**config.mk**
```make
export PLATFORM = sky130hd
export DESIGN_NAME = dda_line_color_interpolator_top
export DESIGN_NICKNAME = d
export VERILOG_FILES = /design/src/dlci_pkg.sv /design/src/dda_line_color_interpolator_top.sv /design/src/dlci_ctrl.sv /design/src/dlci_dp.sv
export VERILOG_INCLUDE_DIRS = /design/src /design/src/src
export SDC_FILE = /design/constraint.sdc
export NUM_CORES = 2
export LEC_CHECK = 0
export BUFFER_PORTS_ARGS = -buffer_cell sky130_fd_sc_hd__buf_2
export CAP_MARGIN = 10
export CORE_MARGIN = 1
export CORE_UTILIZATION = 45
export CTS_BUF_LIST = sky130_fd_sc_hd__clkbuf_4 sky130_fd_sc_hd__clkbuf_8 sky130_fd_sc_hd__clkbuf_16
export CTS_CLUSTER_DIAMETER = 80
export DETAILED_ROUTE_END_ITERATION = 10
export PLACE_DENSITY_LB_ADDON = 0.2
export RECOVER_POWER = 50
export REMOVE_ABC_BUFFERS = 1
export SLEW_MARGIN = 20
export SYNTH_ARGS = -nofsm -noshare
export SYNTH_HDL_FRONTEND = slang
export SYNTH_SLANG_ARGS = --single-unit
```
**constraint.sdc**
```tcl
create_clock -name clk -period 18.9 [get_ports clk]
set_clock_uncertainty 0.05 [all_clocks]
set_input_delay 3.78 -clock clk [delete_from_list [all_inputs] [get_ports clk]]
set_output_delay 3.78 -clock clk [all_outputs]
set_load 0.05 [all_outputs]
```
**src/dda_line_color_interpolator_top_defines.svh**
```systemverilog
// Assertion macros used by the line interpolator controller.
`ifndef DDA_LINE_COLOR_INTERPOLATOR_TOP_DEFINES_SVH
`define DDA_LINE_COLOR_INTERPOLATOR_TOP_DEFINES_SVH

// Consequent must hold in the same cycle as the antecedent.
`define DLCI_ASSERT_SAME(name, clk, rst_n, ante, cons, msg) \
	name: assert property (@(posedge clk) disable iff (!rst_n) (ante) |-> (cons)) \
		else $error(msg);

// Consequent must hold in the cycle after the antecedent.
`define DLCI_ASSERT_NEXT(name, clk, rst_n, ante, cons, msg) \
	name: assert property (@(posedge clk) disable iff (!rst_n) (ante) |=> (cons)) \
		else $error(msg);

`endif

```
**src/dlci_pkg.sv**
```systemverilog
`timescale 1ns / 1ps
package dlci_pkg;

	localparam int COORD_W = 16;
	localparam int CHAN_W = 8;
	localparam int COLOR_W = 24;
	localparam int LEN_FRAC = 15;
	localparam int DIFF_W = 17;
	localparam int SQ_W = 34;
	localparam int RAD_W = 64;
	localparam int ROOT_BITS = 32;
	localparam int SREM_W = 34;
	localparam int STEPS_W = 17;
	localparam int IN_DATA_W = 112;
	localparam int OUT_DATA_W = 56;

	localparam logic REQ_LOAD = 1'b0;
	localparam logic REQ_STEP = 1'b1;

	typedef enum logic [2:0] {
		SEL_X,
		SEL_Y,
		SEL_R,
		SEL_G,
		SEL_B
	} sel_t;

	typedef enum logic [2:0] {
		ST_IDLE,
		ST_SQX,
		ST_SQY,
		ST_SQRT,
		ST_LEN,
		ST_DIV_INIT,
		ST_DIV_RUN,
		ST_DIV_STORE
	} state_t;

	typedef struct packed {
		logic load;
		logic sq_x;
		logic sq_y;
		logic sqrt_step;
		logic set_len;
		logic div_init;
		logic div_step;
		logic div_store;
		logic pix_step;
		sel_t sel;
	} dp_cmd_t;

	typedef struct packed {
		logic s_zero;
		logic out_free;
	} dp_status_t;

endpackage

```
**src/dda_line_color_interpolator_top.sv**
```systemverilog
`timescale 1ns / 1ps
// Channel   Dir  Fields
// s_axis    in   tuser: req_type; tdata: start_x, start_y, end_x, end_y,
//                start_red, start_green, start_blue, end_red, end_green, end_blue
// m_axis    out  tuser: visible; tlast: last_pixel; tdata: pixel_x, pixel_y, pixel_color
//
// Pixels stream at one per cycle while m_axis takes them; a load holds s_axis_tready low.
// A load request runs the two squares, the square root and then the shared divider
// for x, y, red, green and blue in turn; the divider makes one quotient bit per cycle.
// A zero-length line ends after the square root.
// Reset clears the controller and the step count; no line is active after it.
// A held pixel on m_axis stalls the input side until it is taken.
module dda_line_color_interpolator_top #(
	parameter int SCREEN_WIDTH = 1024,
	parameter int SCREEN_HEIGHT = 1024,
	parameter int FRAC_BITS = 16
) (
	input logic clk,
	input logic arst_n,
	input logic s_axis_tvalid,
	output logic s_axis_tready,
	// start_x, start_y, end_x, end_y, start_red, start_green, start_blue,
	// end_red, end_green, end_blue
	input logic [dlci_pkg::IN_DATA_W-1:0] s_axis_tdata,
	// req_type
	input logic s_axis_tuser,
	output logic m_axis_tvalid,
	input logic m_axis_tready,
	// pixel_x, pixel_y, pixel_color
	output logic [dlci_pkg::OUT_DATA_W-1:0] m_axis_tdata,
	// visible
	output logic m_axis_tuser,
	output logic m_axis_tlast
);
	import dlci_pkg::*;

	dp_cmd_t cmd;
	dp_status_t status;
	logic signed [COORD_W-1:0] pixel_x, pixel_y;
	logic [COLOR_W-1:0] pixel_color;

	dlci_ctrl #(
		.FRAC_BITS(FRAC_BITS)
	) u_ctrl (
		.clk(clk),
		.arst_n(arst_n),
		.in_valid(s_axis_tvalid),
		.in_type(s_axis_tuser),
		.status(status),
		.in_ready(s_axis_tready),
		.cmd(cmd)
	);

	dlci_dp #(
		.SCREEN_WIDTH(SCREEN_WIDTH),
		.SCREEN_HEIGHT(SCREEN_HEIGHT),
		.FRAC_BITS(FRAC_BITS)
	) u_dp (
		.clk(clk),
		.arst_n(arst_n),
		.cmd(cmd),
		.status(status),
		.start_x(s_axis_tdata[15:0]),
		.start_y(s_axis_tdata[31:16]),
		.end_x(s_axis_tdata[47:32]),
		.end_y(s_axis_tdata[63:48]),
		.start_red(s_axis_tdata[71:64]),
		.start_green(s_axis_tdata[79:72]),
		.start_blue(s_axis_tdata[87:80]),
		.end_red(s_axis_tdata[95:88]),
		.end_green(s_axis_tdata[103:96]),
		.end_blue(s_axis_tdata[111:104]),
		.out_ready(m_axis_tready),
		.out_valid(m_axis_tvalid),
		.pixel_x(pixel_x),
		.pixel_y(pixel_y),
		.visible(m_axis_tuser),
		.pixel_color(pixel_color),
		.last_pixel(m_axis_tlast)
	);

	assign m_axis_tdata = {pixel_color, pixel_y, pixel_x};
endmodule

```
**src/dlci_ctrl.sv**
```systemverilog
`timescale 1ns / 1ps
`include "dda_line_color_interpolator_top_defines.svh"
module dlci_ctrl #(
	parameter int FRAC_BITS = 16
) (
	input logic clk,
	input logic arst_n,
	input logic in_valid,
	input logic in_type,
	input dlci_pkg::dp_status_t status,
	output logic in_ready,
	output dlci_pkg::dp_cmd_t cmd
);
	import dlci_pkg::*;

	localparam int NW = FRAC_BITS + LEN_FRAC + DIFF_W;
	localparam int CW = $clog2(NW);

	state_t state_q;
	state_t state_d;
	logic [CW-1:0] cnt_q;
	sel_t sel_q;
	logic sqrt_last;
	logic div_last;

	assign sqrt_last = (cnt_q == CW'(ROOT_BITS - 1));
	assign div_last = (cnt_q == CW'(NW - 1));

	always_ff @(posedge clk or negedge arst_n) begin
		if (!arst_n) begin
			state_q <= ST_IDLE;
			cnt_q <= '0;
			sel_q <= SEL_X;
		end else begin
			state_q <= state_d;
			if (state_q == ST_SQRT || state_q == ST_DIV_RUN) begin
				cnt_q <= cnt_q + 1'b1;
			end else begin
				cnt_q <= '0;
			end
			if (state_q == ST_LEN) begin
				sel_q <= SEL_X;
			end else if (state_q == ST_DIV_STORE) begin
				case (sel_q)
					SEL_X: sel_q <= SEL_Y;
					SEL_Y: sel_q <= SEL_R;
					SEL_R: sel_q <= SEL_G;
					SEL_G: sel_q <= SEL_B;
					default: sel_q <= SEL_X;
				endcase
			end
		end
	end

	always_comb begin
		state_d = state_q;
		case (state_q)
			ST_IDLE: begin
				if (in_valid && in_ready && in_type == REQ_LOAD) begin
					state_d = ST_SQX;
				end
			end
			ST_SQX: state_d = ST_SQY;
			ST_SQY: state_d = ST_SQRT;
			ST_SQRT: begin
				if (sqrt_last) begin
					state_d = ST_LEN;
				end
			end
			ST_LEN: state_d = status.s_zero ? ST_IDLE : ST_DIV_INIT;
			ST_DIV_INIT: state_d = ST_DIV_RUN;
			ST_DIV_RUN: begin
				if (div_last) begin
					state_d = ST_DIV_STORE;
				end
			end
			ST_DIV_STORE: state_d = (sel_q == SEL_B) ? ST_IDLE : ST_DIV_INIT;
			default: state_d = ST_IDLE;
		endcase
	end

	always_comb begin
		cmd = '0;
		cmd.sel = sel_q;
		in_ready = 1'b0;
		case (state_q)
			ST_IDLE: begin
				in_ready = status.out_free;
				cmd.load = in_valid && status.out_free && in_type == REQ_LOAD;
				cmd.pix_step = in_valid && status.out_free && in_type == REQ_STEP;
			end
			ST_SQX: cmd.sq_x = 1'b1;
			ST_SQY: cmd.sq_y = 1'b1;
			ST_SQRT: cmd.sqrt_step = 1'b1;
			ST_LEN: cmd.set_len = !status.s_zero;
			ST_DIV_INIT: cmd.div_init = 1'b1;
			ST_DIV_RUN: cmd.div_step = 1'b1;
			ST_DIV_STORE: cmd.div_store = 1'b1;
			default: cmd = '0;
		endcase
	end

	`DLCI_ASSERT_SAME(a_busy_no_step, clk, arst_n, state_q != ST_IDLE, !cmd.pix_step && !in_ready, "request taken while busy")
	`DLCI_ASSERT_NEXT(a_sqrt_len, clk, arst_n, state_q == ST_SQRT && sqrt_last, state_q == ST_LEN, "square root did not end on time")
	`DLCI_ASSERT_NEXT(a_last_div, clk, arst_n, state_q == ST_DIV_STORE && sel_q == SEL_B, state_q == ST_IDLE, "divide sequence did not finish")
endmodule

```
**src/dlci_dp.sv**
```systemverilog
`timescale 1ns / 1ps
module dlci_dp #(
	parameter int SCREEN_WIDTH = 1024,
	parameter int SCREEN_HEIGHT = 1024,
	parameter int FRAC_BITS = 16
) (
	input logic clk,
	input logic arst_n,
	input dlci_pkg::dp_cmd_t cmd,
	output dlci_pkg::dp_status_t status,
	input logic signed [dlci_pkg::COORD_W-1:0] start_x,
	input logic signed [dlci_pkg::COORD_W-1:0] start_y,
	input logic signed [dlci_pkg::COORD_W-1:0] end_x,
	input logic signed [dlci_pkg::COORD_W-1:0] end_y,
	input logic [dlci_pkg::CHAN_W-1:0] start_red,
	input logic [dlci_pkg::CHAN_W-1:0] start_green,
	input logic [dlci_pkg::CHAN_W-1:0] start_blue,
	input logic [dlci_pkg::CHAN_W-1:0] end_red,
	input logic [dlci_pkg::CHAN_W-1:0] end_green,
	input logic [dlci_pkg::CHAN_W-1:0] end_blue,
	input logic out_ready,
	output logic out_valid,
	output logic signed [dlci_pkg::COORD_W-1:0] pixel_x,
	output logic signed [dlci_pkg::COORD_W-1:0] pixel_y,
	output logic visible,
	output logic [dlci_pkg::COLOR_W-1:0] pixel_color,
	output logic last_pixel
);
	import dlci_pkg::*;

	localparam int F = FRAC_BITS;
	localparam int NW = F + LEN_FRAC + DIFF_W;
	localparam int AW = F + 17;
	localparam int CAW = F + 10;
	localparam int PIW = F + 2;
	localparam int CIW = F + 10;

	logic signed [DIFF_W-1:0] dx_q, dy_q;
	logic signed [CHAN_W:0] dr_q, dg_q, db_q;
	logic [SQ_W-1:0] sq_q;
	logic s_zero_q;
	logic [RAD_W-1:0] rad_q;
	logic [ROOT_BITS-1:0] root_q;
	logic [SREM_W-1:0] srem_q;
	logic [ROOT_BITS-1:0] drem_q;
	logic [NW-1:0] qr_q;
	logic neg_q;
	logic signed [AW-1:0] px_acc_q, py_acc_q;
	logic signed [CAW-1:0] r_acc_q, g_acc_q, b_acc_q;
	logic signed [PIW-1:0] x_inc_q, y_inc_q;
	logic signed [CIW-1:0] r_inc_q, g_inc_q, b_inc_q;
	logic [STEPS_W-1:0] steps_q;
	logic out_valid_q;

	logic signed [2*DIFF_W-1:0] prod;
	logic signed [DIFF_W-1:0] mul_a;
	logic [SQ_W-1:0] s_sum;
	logic [SREM_W+1:0] s_t, s_trial;
	logic [ROOT_BITS:0] d_t;
	logic d_ge;
	logic signed [DIFF_W-1:0] div_d;
	logic [DIFF_W-1:0] div_mag;
	logic signed [PIW-1:0] pos_inc;
	logic signed [CIW-1:0] col_inc;
	logic emit;

	function automatic logic [COORD_W-1:0] trunc_pos(input logic signed [AW-1:0] acc);
		logic signed [AW-F-1:0] whole;
		whole = acc[AW-1:F];
		if (acc[AW-1] && (|acc[F-1:0])) begin
			whole = whole + 1'b1;
		end
		return whole[COORD_W-1:0];
	endfunction

	function automatic logic on_axis(input logic signed [AW-1:0] acc, input int lim);
		logic [AW-F-2:0] mag;
		mag = acc[AW-2:F];
		return !acc[AW-1] && (mag < (AW-F-1)'(lim));
	endfunction

	function automatic logic [CHAN_W-1:0] chan(input logic signed [CAW-1:0] acc);
		logic [CAW-F-2:0] whole;
		whole = acc[CAW-2:F];
		if (acc[CAW-1]) begin
			return '0;
		end else if (whole > (CAW-F-1)'(255)) begin
			return 8'hFF;
		end
		return whole[CHAN_W-1:0];
	endfunction

	assign mul_a = cmd.sq_x ? dx_q : dy_q;
	assign prod = mul_a * mul_a;
	assign s_sum = sq_q + SQ_W'(prod);

	assign s_t = {srem_q, rad_q[RAD_W-1 -: 2]};
	assign s_trial = {2'b00, root_q, 2'b01};

	assign d_t = {drem_q, qr_q[NW-1]};
	assign d_ge = (d_t >= {1'b0, root_q});

	always_comb begin
		case (cmd.sel)
			SEL_X: div_d = dx_q;
			SEL_Y: div_d = dy_q;
			SEL_R: div_d = DIFF_W'(dr_q);
			SEL_G: div_d = DIFF_W'(dg_q);
			SEL_B: div_d = DIFF_W'(db_q);
			default: div_d = '0;
		endcase
	end
	assign div_mag = div_d[DIFF_W-1] ? DIFF_W'(-div_d) : div_d;

	assign pos_inc = neg_q ? -$signed({1'b0, qr_q[PIW-2:0]}) : $signed({1'b0, qr_q[PIW-2:0]});
	assign col_inc = neg_q ? -$signed({1'b0, qr_q[CIW-2:0]}) : $signed({1'b0, qr_q[CIW-2:0]});

	assign emit = cmd.pix_step && (steps_q != '0);

	always_ff @(posedge clk or negedge arst_n) begin
		if (!arst_n) begin
			steps_q <= '0;
			out_valid_q <= 1'b0;
			s_zero_q <= 1'b0;
		end else begin
			if (cmd.load) begin
				steps_q <= '0;
			end else if (cmd.set_len) begin
				steps_q <= root_q[ROOT_BITS-1 -: STEPS_W] + STEPS_W'(srem_q != '0);
			end else if (emit) begin
				steps_q <= steps_q - 1'b1;
			end
			if (emit) begin
				out_valid_q <= 1'b1;
			end else if (out_ready) begin
				out_valid_q <= 1'b0;
			end
			if (cmd.sq_y) begin
				s_zero_q <= (s_sum == '0);
			end
		end
	end

	always_ff @(posedge clk) begin
		if (cmd.load) begin
			dx_q <= DIFF_W'(end_x) - DIFF_W'(start_x);
			dy_q <= DIFF_W'(end_y) - DIFF_W'(start_y);
			dr_q <= $signed({1'b0, end_red}) - $signed({1'b0, start_red});
			dg_q <= $signed({1'b0, end_green}) - $signed({1'b0, start_green});
			db_q <= $signed({1'b0, end_blue}) - $signed({1'b0, start_blue});
			px_acc_q <= $signed({{(AW-COORD_W-F){start_x[COORD_W-1]}}, start_x, {F{1'b0}}});
			py_acc_q <= $signed({{(AW-COORD_W-F){start_y[COORD_W-1]}}, start_y, {F{1'b0}}});
			r_acc_q <= $signed({{(CAW-CHAN_W-F){1'b0}}, start_red, {F{1'b0}}});
			g_acc_q <= $signed({{(CAW-CHAN_W-F){1'b0}}, start_green, {F{1'b0}}});
			b_acc_q <= $signed({{(CAW-CHAN_W-F){1'b0}}, start_blue, {F{1'b0}}});
		end else if (emit) begin
			px_acc_q <= px_acc_q + AW'(x_inc_q);
			py_acc_q <= py_acc_q + AW'(y_inc_q);
			r_acc_q <= r_acc_q + CAW'(r_inc_q);
			g_acc_q <= g_acc_q + CAW'(g_inc_q);
			b_acc_q <= b_acc_q + CAW'(b_inc_q);
		end
		if (emit) begin
			pixel_x <= trunc_pos(px_acc_q);
			pixel_y <= trunc_pos(py_acc_q);
			visible <= on_axis(px_acc_q, SCREEN_WIDTH) && on_axis(py_acc_q, SCREEN_HEIGHT);
			pixel_color <= {chan(r_acc_q), chan(g_acc_q), chan(b_acc_q)};
			last_pixel <= (steps_q == STEPS_W'(1));
		end
		if (cmd.sq_x) begin
			sq_q <= SQ_W'(prod);
		end
		if (cmd.sq_y) begin
			rad_q <= {s_sum[RAD_W-2*LEN_FRAC-1:0], {(2*LEN_FRAC){1'b0}}};
			root_q <= '0;
			srem_q <= '0;
		end else if (cmd.sqrt_step) begin
			rad_q <= {rad_q[RAD_W-3:0], 2'b00};
			if (s_t >= s_trial) begin
				srem_q <= SREM_W'(s_t - s_trial);
				root_q <= {root_q[ROOT_BITS-2:0], 1'b1};
			end else begin
				srem_q <= s_t[SREM_W-1:0];
				root_q <= {root_q[ROOT_BITS-2:0], 1'b0};
			end
		end
		if (cmd.div_init) begin
			drem_q <= '0;
			qr_q <= {div_mag, {(F+LEN_FRAC){1'b0}}};
			neg_q <= div_d[DIFF_W-1];
		end else if (cmd.div_step) begin
			drem_q <= d_ge ? ROOT_BITS'(d_t - {1'b0, root_q}) : d_t[ROOT_BITS-1:0];
			qr_q <= {qr_q[NW-2:0], d_ge};
		end
		if (cmd.div_store) begin
			case (cmd.sel)
				SEL_X: x_inc_q <= pos_inc;
				SEL_Y: y_inc_q <= pos_inc;
				SEL_R: r_inc_q <= col_inc;
				SEL_G: g_inc_q <= col_inc;
				SEL_B: b_inc_q <= col_inc;
				default: x_inc_q <= x_inc_q;
			endcase
		end
	end

	assign out_valid = out_valid_q;
	assign status.s_zero = s_zero_q;
	assign status.out_free = !out_valid_q || out_ready;
endmodule

```
==> out/results.tsv <==
stage	metric	value	unit
sta	endpoints failing hold	0	
sta	Final Max Slew Viols	445	
layout	fin nets	5871	
layout	ANT cells	0	
setup_path	FF-to-FF path depth	37	
setup_path	CP Data Required Time	19.41	ns
yosys	count leader, synth	inv_1	
layout	Design Area, Final	0.0518	sq mm
clocking	clock sink total	622	
yosys	post-synth top area share	24.1	%
route	Via density	5.48	
sta	Final Critical Period	13.72	ns
setup_path	Crit Path Category	register to register	
die	Die W	325	um
placed_design	port bufs	176	
placed_design	GP Congestion	0.900	
yosys	Post-Synth XOR/XNOR Area	7.10	%
yosys	Post-Synth Simple-Gate Area	12.7	%
setup_path	CP max stage delay	2.23	ns
worst_hold_path	worst min path class	register to register	
yosys	Synth area leaders	edfxtp_1, fa_1, ha_1	
die	Core Rows	118	
sta	unrepaired setup endpoints after global routing	no	
setup_path	worst-path fanout max	51	
sta	Final Cycle Share	72.6	%
yosys	Seq/Total Area, Yosys	34.9	%
clocking	cts bufs inserted	75	
route	DRT antenna net count	0	
grt	first-pass GRT wire length	192000	um
setup_path	Slowest-stage cell, CP	clkbuf_1	
die	Core ar.	0.103	sq mm
clocking	Max Root-Sink Buffers	3	
worst_hold_path	WHS Path Cells	2	
grt	vias in the first global route	34841	
layout	layout cells sized above 1	7.23	%
setup_path	Critical Path Source Type	register	
clocking	Root Driver	clkbuf_16	
yosys	#FFs+latches synth	622	
yosys	compound-gate portion of the synthesized area	15.7	%
setup_path	CP endpoint kind	register	
yosys	Mapped Area	0.0469	sq mm
yosys	asr flop ratio synth	4.98	%
yosys	syn_area_per_cell	9.50	sq um
route	DRC	0	
yosys	Synth Area in Adders	22.3	%
setup_path	CP arrival	14.22	ns
yosys	cell type with the highest aggregate area in the netlist	edfxtp_1	
setup_path	worst path bufs/invs	7	
yosys	mux share of post-synthesis cell area	1.54	%
yosys	Main synth FF type	edfxtp_1	
route	1st-iter DRT viols	2445	
sta	highest clock rate	72.9	MHz
status	failing checks	max-capacitance violations, max-slew violations	
grt	largest net degree at the start of global routing	107	
clocking	worst-skew pair later-pin latency	0.64	ns
layout	synth-to-layout area growth	10.5	%
clocking	Post-CTS Resized	0	
setup_path	number of cells on the critical path	37	
route	drt pass-1 iters	6	
route	drt wl/cell	18.6	um
setup_path	Crit path max-delay family	adder cells	
route	via count	35791	
status	outcome	complete, but fails checks	
clocking	CTS HTree Levels	3	
sta	Worst slew margin	-202	%
sta	worst-margin pin slew	4.53	ns
die	Die ar.	0.106	sq mm
setup_path	r2r setup slk	5.18	ns
worst_hold_path	hold_sp	u_dp.qr_q[26]$_SDFFE_PP0P_	
clocking	Reg clk slew, reported paths	0.06	ns
grt	Total Routing Usage GR	22.8	%
layout	final core occ	50.1	%
route	WL final	121000	um
sta	final setup violation count	0	
placed_design	Detail Placement HPWL	92700	um
clocking	CTS Hold Bufs	0	
placed_design	Placed Area	0.0493	sq mm
grt	initial antenna violation count	6	
yosys	Syn Inst Count	4938	
yosys	largest family of logic cells by synthesized area	adder cells	
yosys	EDFF count, synth	376	
die	# IOs	177	
die	Initial Util	45.4	%
worst_hold_path	Hold Path Sink	u_dp.qr_q[27]$_SDFFE_PP0P_	
clocking	CTS tree	yes	
grt	Congestion Overflow GR	0	
job	number of max-cap violations	10	
die	Die Y	325	um
setup_path	reg2reg end	u_dp.s_zero_q$_DFFE_PN0P_	
setup_path	RR Startpoint	u_ctrl.state_q[1]$_DFFE_PN0P_	
yosys	Synth warnings	0	
clocking	Post-CTS Repair Setup Buffers	0	
yosys	library cells used by synthesis	91	
yosys	top cells by count, synth	inv_1, nand2_1, ha_1	
[worst min-delay path: cells and delay by family, from the launching register on]
| kind | cells | cell delay, ns |
|---|---|---|
| flops | 1 | 0.31 |
| compound gates | 1 | 0.05 |
| simple gates | 1 | 0.05 |
[cells by family (layout without fill, tap and decap cells)]
kind of cell,count (synthesis),count (layout)
AND/OR/NAND/NOR,1296,1296
AO/OA/AOI/OAI,1188,1188
buffers and inverters,714,922
adder cells (fa/ha/maj),669,669
flip-flops,622,622
XOR/XNOR,380,380
multiplexers,69,69
[layer usage]
layer  track usage, %  vias up  wire (um)
li1                 -    17555          -
met1             31.0    17195      55100
met2             37.5      848      56500
met3             3.11      187       5950
met4             7.59        6       3840
met5                0        -         40
[per-stage QoR]
step | setup TNS, ns | hold WS (ns) | std cells | setup slack (ns)
after floorplan | -63.71 | 0.382 | 4796 | -1.13
after global placement | 0 | 0.392 | 6388 | 7.38
after detailed placement | 0 | 0.397 | 6388 | 7.05
after CTS | 0 | 0.406 | 6526 | 6.98
after global routing | 0 | 0.420 | 6526 | 4.17
final | 0 | 0.401 | 6526 | 5.18
[placed cells by master (no fill, tap or decap), types with 147 or more instances in the layout]
| cell | instances |
|---|---|
| nor2_1 | 350 |
| edfxtp_1 | 376 |
| a21oi_1 | 308 |
| buf_2 | 167 |
| inv_1 | 565 |
| nand3_1 | 173 |
| xor2_1 | 147 |
| xnor2_1 | 233 |
| ha_1 | 392 |
| o21ai_0 | 352 |
| dfxtp_1 | 215 |
| fa_1 | 277 |
| nand2_1 | 428 |
[flip-flops by register name (all words and copies together), names as in the netlist, 16 cells and up]
name	flops
u_dp.b_acc_q	26
u_dp.b_inc_q	26
u_dp.drem_q	32
u_dp.dx_q	17
u_dp.dy_q	17
u_dp.g_acc_q	26
u_dp.g_inc_q	26
u_dp.pixel_color	24
u_dp.pixel_x	16
u_dp.pixel_y	16
u_dp.px_acc_q	33
u_dp.py_acc_q	33
u_dp.qr_q	48
u_dp.r_acc_q	26
u_dp.r_inc_q	26
u_dp.rad_q	34
u_dp.root_q	32
u_dp.sq_q	33
u_dp.srem_q	34
u_dp.steps_q	17
u_dp.x_inc_q	18
u_dp.y_inc_q	18
[area by class of cell]
cell class                 count  area (sq um)
tap                         1380          1730
clock inverter                39           468
inverter                     572          2150
sequential                   622         16400
fill                        9720         51600
timing repair buffer         212          1070
clock buffer                  99          2130
multi-input combinational   3602         27900
[worst max path at each step]
stage / start / to / slack [ns]
finish: u_ctrl.state_q[1]$_DFFE_PN0P_ / u_dp.s_zero_q$_DFFE_PN0P_ / 5.18
global route: u_ctrl.state_q[1]$_DFFE_PN0P_ / u_dp.s_zero_q$_DFFE_PN0P_ / 4.17
CTS: u_ctrl.state_q[1]$_DFFE_PN0P_ / u_dp.s_zero_q$_DFFE_PN0P_ / 6.98
detailed placement: u_ctrl.state_q[1]$_DFFE_PN0P_ / u_dp.s_zero_q$_DFFE_PN0P_ / 7.05
global placement: u_ctrl.state_q[1]$_DFFE_PN0P_ / u_dp.s_zero_q$_DFFE_PN0P_ / 7.38
floorplan: u_dp.steps_q[11]$_DFFE_PN0P_ / u_dp.steps_q[6]$_DFFE_PN0P_ / -1.13
Power is not shown: default switching activity piles up to over one toggle a cycle in this logic, so the estimate is an artifact.
